File: src/rtl/lrupr_pkg.sv
package lrupr_pkg;

    localparam int PAGE_W      = 16;
    localparam int CFG_W       = 4;
    localparam int FIDX_W      = 3;
    localparam int CNT_W       = 16;

    localparam int IN_TDATA_W  = 16;
    localparam int OUT_TDATA_W = 40;

    localparam int OFS_HIT     = 0;
    localparam int OFS_FIDX    = 1;
    localparam int OFS_EVV     = 4;
    localparam int OFS_EVP     = 5;
    localparam int OFS_CNT     = 21;

    localparam logic [CFG_W-1:0] CFG_FRAMES_RESET = 4'd8;

endpackage

File: src/rtl/lru_page_replacement_core.sv
// A page reference accepted at a clock edge shows its result word
// at the output from the next cycle on.
// Throughput: one reference per cycle while the output is not stalled; the tag compare, victim search and rank
// update for all frames sit between the frame registers and the result register.
// Reset (synchronous, active low) empties all frames, clears the fault counter
// and sets the active frame count to 8; no clearing pass is needed.
module lru_page_replacement_core #(
    parameter int FRAMES = 8
) (
    input  logic                                i_clk,
    input  logic                                i_rst_n,
    input  logic                                i_cfg_wr_en,
    input  logic [lrupr_pkg::CFG_W-1:0]         i_cfg_wr_data,
    input  logic                                i_s_axis_tvalid,
    output logic                                o_s_axis_tready,
    // page[15:0]
    input  logic [lrupr_pkg::IN_TDATA_W-1:0]    i_s_axis_tdata,
    output logic                                o_m_axis_tvalid,
    input  logic                                i_m_axis_tready,
    // hit[0], frame_index[3:1], evicted_valid[4], evicted_page[20:5],
    // fault_count[36:21], zero fill[39:37]
    output logic [lrupr_pkg::OUT_TDATA_W-1:0]   o_m_axis_tdata
);

    import lrupr_pkg::*;

    localparam int IW = $clog2(FRAMES);
    localparam int RW = $clog2(FRAMES);
    localparam int FW = $clog2(FRAMES + 1);

    logic [PAGE_W-1:0]      r_frame_page [FRAMES];
    logic [FRAMES-1:0]      r_frame_valid;
    logic [RW-1:0]          r_rank [FRAMES];
    logic [FW-1:0]          r_filled;
    logic [CNT_W-1:0]       r_faults;
    logic [CFG_W-1:0]       r_frames_in_use;
    logic                   r_out_valid;
    logic [OUT_TDATA_W-1:0] r_out_data;

    logic [CNT_W-1:0]       n_faults;
    logic [OUT_TDATA_W-1:0] n_out_data;

    logic                   w_accept;
    logic [PAGE_W-1:0]      w_page;
    logic [FW-1:0]          w_active_n;
    logic [FRAMES-1:0]      w_act_valid;
    logic [FRAMES-1:0]      w_match;
    logic [FRAMES-1:0]      w_is_max;
    logic                   w_hit;
    logic [IW-1:0]          w_hit_idx;
    logic [IW-1:0]          w_victim_idx;
    logic                   w_fill;
    logic                   w_evict;
    logic [IW-1:0]          w_idx;
    logic [IW+2:0]          w_idx_ext;
    logic [FW-1:0]          w_old_rank;
    logic [PAGE_W-1:0]      w_ev_page;

    assign w_accept        = i_s_axis_tvalid && o_s_axis_tready;
    assign o_s_axis_tready = !r_out_valid || i_m_axis_tready;
    assign o_m_axis_tvalid = r_out_valid;
    assign o_m_axis_tdata  = r_out_data;
    assign w_page          = i_s_axis_tdata[PAGE_W-1:0];

    // A count of zero manages one frame; anything above the built count manages all.
    always_comb begin
        if (r_frames_in_use == '0) begin
            w_active_n = FW'(1);
        end else if (int'(r_frames_in_use) > FRAMES) begin
            w_active_n = FW'(FRAMES);
        end else begin
            w_active_n = FW'(r_frames_in_use);
        end
    end

    always_comb begin
        for (int k = 0; k < FRAMES; k++) begin
            w_act_valid[k] = r_frame_valid[k] && (FW'(k) < w_active_n);
            w_match[k]     = w_act_valid[k] && (r_frame_page[k] == w_page);
        end
    end

    // Ranks of valid frames are distinct, so the oldest active frame is the one
    // that no other active frame outranks.
    always_comb begin
        for (int k = 0; k < FRAMES; k++) begin
            w_is_max[k] = w_act_valid[k];
            for (int j = 0; j < FRAMES; j++) begin
                if (w_act_valid[j] && (r_rank[j] > r_rank[k])) begin
                    w_is_max[k] = 1'b0;
                end
            end
        end
    end

    always_comb begin
        w_hit_idx    = '0;
        w_victim_idx = '0;
        for (int k = FRAMES - 1; k >= 0; k--) begin
            if (w_match[k]) begin
                w_hit_idx = IW'(k);
            end
            if (w_is_max[k]) begin
                w_victim_idx = IW'(k);
            end
        end
    end

    assign w_hit   = |w_match;
    assign w_fill  = !w_hit && (r_filled < w_active_n);
    assign w_evict = !w_hit && !w_fill;

    always_comb begin
        if (w_hit) begin
            w_idx      = w_hit_idx;
            w_old_rank = FW'(r_rank[w_hit_idx]);
        end else if (w_fill) begin
            w_idx      = r_filled[IW-1:0];
            w_old_rank = r_filled;
        end else begin
            w_idx      = w_victim_idx;
            w_old_rank = FW'(r_rank[w_victim_idx]);
        end
    end

    assign w_idx_ext = (IW + 3)'(w_idx);
    assign w_ev_page = w_evict ? r_frame_page[w_victim_idx] : '0;

    always_comb begin
        n_faults = r_faults;
        if (!w_hit && (r_faults != '1)) begin
            n_faults = r_faults + CNT_W'(1);
        end
    end

    always_comb begin
        n_out_data                        = '0;
        n_out_data[OFS_HIT]               = w_hit;
        n_out_data[OFS_FIDX +: FIDX_W]    = w_idx_ext[FIDX_W-1:0];
        n_out_data[OFS_EVV]               = w_evict;
        n_out_data[OFS_EVP +: PAGE_W]     = w_ev_page;
        n_out_data[OFS_CNT +: CNT_W]      = n_faults;
    end

    always_ff @(posedge i_clk) begin
        if (!i_rst_n) begin
            r_frame_valid   <= '0;
            r_filled        <= '0;
            r_faults        <= '0;
            r_frames_in_use <= CFG_FRAMES_RESET;
            r_out_valid     <= 1'b0;
            for (int k = 0; k < FRAMES; k++) begin
                r_rank[k] <= '0;
            end
        end else begin
            if (i_cfg_wr_en) begin
                r_frames_in_use <= i_cfg_wr_data;
            end
            if (w_accept) begin
                r_out_valid <= 1'b1;
            end else if (i_m_axis_tready) begin
                r_out_valid <= 1'b0;
            end
            if (w_accept) begin
                r_faults <= n_faults;
                if (w_fill) begin
                    r_filled             <= r_filled + FW'(1);
                    r_frame_valid[w_idx] <= 1'b1;
                end
                for (int k = 0; k < FRAMES; k++) begin
                    if (IW'(k) == w_idx) begin
                        r_rank[k] <= '0;
                    end else if (r_frame_valid[k] && (FW'(r_rank[k]) < w_old_rank)) begin
                        r_rank[k] <= r_rank[k] + RW'(1);
                    end
                end
            end
        end
    end

    always_ff @(posedge i_clk) begin
        if (w_accept) begin
            r_out_data <= n_out_data;
            if (!w_hit) begin
                r_frame_page[w_idx] <= w_page;
            end
        end
    end

endmodule

File: config.mk
export PLATFORM = sky130hd
export DESIGN_NAME = lru_page_replacement_core
export DESIGN_NICKNAME = d
export VERILOG_FILES = /design/src/rtl/lrupr_pkg.sv /design/src/rtl/lru_page_replacement_core.sv
export SDC_FILE = /design/constraint.sdc
export NUM_CORES = 1
export LEC_CHECK = 0
export BUFFER_PORTS_ARGS = -buffer_cell sky130_fd_sc_hd__buf_2
export CAP_MARGIN = 30
export CORE_AREA = 2 2 208 210
export DETAILED_ROUTE_END_ITERATION = 10
export DIE_AREA = 0 0 210 212
export SYNTH_ARGS = -nofsm -noshare
export SYNTH_HDL_FRONTEND = slang
export SYNTH_SLANG_ARGS = --single-unit
File: constraint.sdc
create_clock -name i_clk -period 8.94 [get_ports i_clk]
set_input_delay 1.788 -clock i_clk [delete_from_list [all_inputs] [get_ports i_clk]]
set_output_delay 1.788 -clock i_clk [all_outputs]
set_load 0.005 [all_outputs]
# --- After elaboration in Yosys (flattened, before gate mapping) ---
# Memory sizes are Yosys's and may differ from the RTL's. A register that Yosys moved wholly into a read port is not among the register bits.
# Cells that the tools add are included.
# W data, S select, Z words.
totals:
  reg_bits: 54
  in_bits: 25
  wordCells: 421
  n_memories: 2
  ram_bits: 152
classes:
  add_sub_neg: 10
  eq_ne: 16
  muxes: 183
  n_reduce_logical: 103
  n_lt_le_gt_ge: 84
  bitwise: 17
memory_table:
  columns: ["name", "words", "word_bits", "rd", "rd_clocked_by_memory_dff", "wr", "line", "text"]
  rows:
  - ["r_frame_page", 8, 16, 9, 1, 1, "lru_page_replacement_core.sv:31", "logic [PAGE_W-1:0] r_frame_page [FRAMES];"]
  - ["r_rank", 8, 3, 10, 0, 8, "lru_page_replacement_core.sv:33", "logic [RW-1:0] r_rank [FRAMES];"]
ops:
  columns: ["op", "count"]
  rows:
  - ["$gt A3 B3 Y1", 64]
  - ["$mux W1", 143]
  - ["$eq A16 B16 Y1", 8]
  - ["$mux W3", 34]
  - ["$logic_and A1 B1 Y1", 93]
  - ["$lt A3 B4 Y1", 8]
  - ["$add A3 B1 Y3 const B", 8]
  - ["$add A16 B1 Y16 const B", 1]
  - ["$lt A3 B4 Y1 const A", 4]
  - ["$mux W16", 1]
  - ["$mux W4", 4]
  - ["$ne A16 B16 Y1 const B", 1]
  - ["$or A1 B1 Y1", 16]
  - ["$eq A3 B3 Y1 const A", 4]
  - ["$lt A1 B4 Y1 const A", 2]
  - ["$lt A2 B4 Y1 const A", 2]
  - ["$or A8 B8 Y8", 1]
  - ["$reduce_or A8 Y1", 1]
  - ["$eq A2 B3 Y1 const A", 2]
  - ["$add A4 B1 Y4 const B", 1]
  - ["$gt A4 B4 Y1 const B", 1]
  - ["$logic_not A1 Y1", 4]
  - ["$logic_not A4 Y1", 1]
  - ["$lt A3 B4 Y1 const B", 1]
  - ["other kinds (8)", 8]

# --- Longest topological paths before layout ---
# An unclocked memory read counts as a cell.
depth:
  word_depth: 33
  depth_mapped: 21
  depth_no_buf: 19

# --- Worst setup path after synthesis ---
# No wires, ideal clock.
synth_path:
  kind: "input to register"
  from: "input port i_s_axis_tdata[14] in the netlist's numbering"
  to: "memory r_frame_page[2][0] (enable)"
  arrival_time_ps: 5633
  cell_stages: 11
  required_ps: 8509
  slack_ps: 2876
  path_buffers: 2
  cell_sequence: "buf_2 > xor2_1 > or4_1 > or3_1 > o2bb2ai_1 > nor3_1 > and2_0 > buf_2 > a31oi_2 > inv_2 > nor4_1"
synth_between:
  elab_chain_cells: 11
  elab_cells_between_ends: 32
  cone_classes: "8 x eq/ne; 13 x mux; 11 x reduce/logical"
synth_lines:
  columns: ["item", "line", "text"]
  rows:
  - ["start, declared", "lru_page_replacement_core.sv:17", "input logic [lrupr_pkg::IN_TDATA_W-1:0] i_s_axis_tdata,"]
  - ["$eq A16 B16 Y1", "lru_page_replacement_core.sv:79", "w_match[k] = w_act_valid[k] && (r_frame_page[k] == w_page);"]
  - ["$logic_and A1 B1 Y1", "lru_page_replacement_core.sv:79", null]
  - ["$mux W3 (8 in series)", "lru_page_replacement_core.sv:100", "if (w_match[k]) begin"]
  - ["$mux W3 (*)", "lru_page_replacement_core.sv:114", "if (w_hit) begin"]
  - ["named net w_idx[0]", "lru_page_replacement_core.sv:54", "logic [IW-1:0] w_idx;"]
  - ["end, declared", "lru_page_replacement_core.sv:31", null]
# Mark *: on every way through the listed nets, which the timed path passes. The rest lies on a longest branch.

==> impl_metrics.env <==
export IMPL_die_area_sq_um=44500
export IMPL_dieWidth_um=210
export IMPL_area_growth_pct=11.3
export IMPL_die_y_um=212
export IMPL_antenna_found_initial=0
export IMPL_relSlewSlack=0.293
export IMPL_skew_ns=0.0291
export IMPL_path_buf_inv=1
export IMPL_gr_total_overflow=0
export IMPL_cp_start_kind="primary input"
export IMPL_wl_per_cell_um=25.4
export IMPL_crit_chain="buf_2, xor2_1, nor4_1, nand3_1, nor4_1, a41oi_1, a211oi_2, mux2_2, nor2_1, a21oi_1, o211ai_1, ha_1, o21a_1, o21ai_0, nand2_1, a21oi_1, a311o_1"
export IMPL_cts_sinks=222
export IMPL_wirelength_met1_um=21100
export IMPL_cts_inserted_buffers=24
export IMPL_drive_above_1_share=0.141
export IMPL_ant_nets=0
export IMPL_wl_met3_um=3580
export IMPL_hold_class="register to register"
export IMPL_total_power_w=0.00276
export IMPL_vias=11600
export IMPL_coreArea_sq_um=42500
export IMPL_worstPathArrival_ns=6.80
export IMPL_ys_ff_latch=222
export IMPL_synthTopCellsByCount="edfxtp_1, ha_1, xor2_1"
export IMPL_post_route_period_util=0.735
export IMPL_r2r_end="r_rank[7][2]"
export IMPL_gp_congestion=0.997
export IMPL_clock_latency_ns=0.55
export IMPL_nets=1511
export IMPL_yosysMostFrequentCell="edfxtp_1"
export IMPL_utilization=0.384
export IMPL_maxCapViolCount=0
export IMPL_ios=67
export IMPL_grt_util_all_layers=0.219
export IMPL_grt_pass1_vias=11200
export IMPL_cp_end_kind="register"
export IMPL_r2r_cells=19
export IMPL_post_cts_resized=0
export IMPL_grt_start_max_net_pins=37
export IMPL_fmax_mhz=152
export IMPL_ir_drop_mv=0.128
export IMPL_clk_pin_slew_ns=0.06
export IMPL_setup_violations=0
export IMPL_netlist_top_cells_area="edfxtp_1, ha_1, xor2_1"
export IMPL_maxSlewViolCount=0
export IMPL_syn_inst=1316
export IMPL_yosysTopAreaCellShare=0.387
export IMPL_wirelength_um=49100
export IMPL_syn_avg_cell_area_sq_um=11.1
export IMPL_synth_edf_count=189
export IMPL_row_count=76
export IMPL_tns_ns=0
export IMPL_cts_tree="built"
export IMPL_regToRegSetupSlack_ns=2.70
export IMPL_yosysUniqueCellTypes=96
export IMPL_drc_errors=0
export IMPL_rsz0062_at_grt="no"
export IMPL_vias_per_cell=5.99
export IMPL_critPathLaunch="i_s_axis_tdata[12]"
export IMPL_crit_cells=17
export IMPL_firstDrtPassIters=5
export IMPL_hold_viol_final=0
export IMPL_path_max_fanout=17
export IMPL_worstMarginPinSlew_ns=1.05
export IMPL_nFillCells=4110
export IMPL_portBuffers=63
export IMPL_ctsRootBufferMaster="clkbuf_16"
export IMPL_grt_pass1_wl_um=72800
export IMPL_drt_iter0_drc=1300
export IMPL_ys_seq_area_frac=0.432
export IMPL_hold_slack_ns=0.511
export IMPL_worstHoldStart="o_m_axis_tvalid"
export IMPL_status="complete, no violations"
export IMPL_place_hpwl_um=35700
export IMPL_yosys_area_top_type="edfxtp_1"
export IMPL_crit_path_max_incr_delay_ns=0.82
export IMPL_hold_buffers=0
export IMPL_final_min_clock_period_ns=6.57
export IMPL_ctsLongestPathBuffers=3
export IMPL_start_util=0.345
export IMPL_top_layer_used="met4"
export IMPL_r2r_start="r_rank[7][2]"
export IMPL_cp_slowest_cell="o211ai_1"
export IMPL_htree_levels=1
export IMPL_p_leak_nw=5.75
export IMPL_crit_path_end="r_rank[7][2]"
export IMPL_power_density_nw_per_um2=169
export IMPL_ys_warn_count=0
export IMPL_critPathRequiredTime_ns=9.17
export IMPL_met2WireLength_um=22900
export IMPL_cts_setup_buffers=0
export IMPL_path_class="primary input to register"
export IMPL_async_flop_share=0
export IMPL_syn_area_sq_um=14700
export IMPL_crit_family="compound AO/OA/AOI/OAI gates"
export IMPL_synth_main_ff_cell="edfxtp_1"
==> final cells by class <==
type                       instances  area (sq um)  share of cell area
antenna                            3          7.51            0.000460
multi-input combinational       1006          7950               0.488
tap                              546           683              0.0419
sequential                       222          6340               0.389
timing repair buffer              79           443              0.0272
clock inverter                     7          70.1             0.00430
clock buffer                      33           666              0.0408
inverter                          40           151             0.00928
==> cells by family after synthesis <==
family,after synthesis,synth area share
multiplexers,56,0.0676
adder cells (fa/ha/maj),113,0.0965
AND/OR/NAND/NOR,426,0.155
AO/OA/AOI/OAI,237,0.117
other,1,0.000256
XOR/XNOR,171,0.102
flip-flops,222,0.432
buffers and inverters,90,0.0283
==> worst min path at each step <==
stage                     cells past startpoint               to  slack, ns
after CTS                                     2  o_m_axis_tvalid       0.52
after global routing                          2     r_faults[11]       0.55
after floorplan                               2      r_filled[1]       0.48
after global placement                        2  o_m_axis_tvalid       0.50
final                                         2  o_m_axis_tvalid       0.51
after detailed placement                      2  o_m_axis_tvalid       0.51
==> through the flow <==
| stage | worst slack [ns] | area, sq um | instances |
|---|---|---|---|
| 6_report | 2.37 | 16300 | 1936 |
| 5_1_grt | 2.13 | 16300 | 1933 |
| 4_1_cts | 2.56 | 16300 | 1933 |
| 3_5_place_dp | 1.99 | 15600 | 1893 |
| 3_3_place_gp | 1.98 | 15500 | 1892 |
| 2_1_floorplan | 2.88 | 14700 | 1318 |
==> worst reg2reg max path: stages (launching register included) <==
cell	delay, ns
edfxtp_1	0.53
inv_1	0.43
ha_1	0.35
a21oi_1	0.16
o21ai_0	0.12
and3_1	0.21
a2111oi_2	0.49
nand3b_1	0.15
a2111o_1	0.59
and2_0	0.38
mux2i_1	0.21
mux4_2	0.48
nand2_1	0.08
o211ai_1	0.41
ha_1	0.50
o21a_1	0.17
o21ai_0	0.24
nand2_1	0.09
a21oi_1	0.15
a311o_1	0.21
==> sequential cells by signal, indices dropped and copies added, names as in the netlist <==
name	count
r_frame_valid	8
r_frames_in_use	4
r_filled	4
r_rank	24
o_m_axis_tvalid	1
r_faults	16
r_frame_page	128
o_m_axis_tdata	37
==> report_power, final <==
group          internal [W]  total (W)  switching [W]
registers           0.00117    0.00124      0.0000666
clock network      0.000547   0.000952       0.000405
logic              0.000215   0.000571       0.000356
total               0.00193    0.00276       0.000828
==> metal layers <==
metal,up-vias,global-route usage
met4,0,0.0670
met5,-,0
met2,599,0.359
li1,5160,-
met1,5743,0.296
met3,97,0.0371
==> layout by cell type, fill, tap and decap left out, types with 12 or more instances in the layout <==
cell type,count
buf_2,63
a31oi_1,12
and3_1,12
xor2_1,96
nor2_1,80
ha_1,113
xnor2_1,75
dfxtp_1,33
mux2i_1,18
a21oi_1,57
a22o_1,16
nand3b_1,15
nand4_1,21
o21ai_0,39
clkbuf_16,25
nand2_1,72
o21a_1,18
nor3_1,32
inv_1,34
buf_4,15
nand3_1,68
nor4_1,31
mux4_2,34
edfxtp_1,189
No activity file was read; power rests on OpenSTA's default activity.
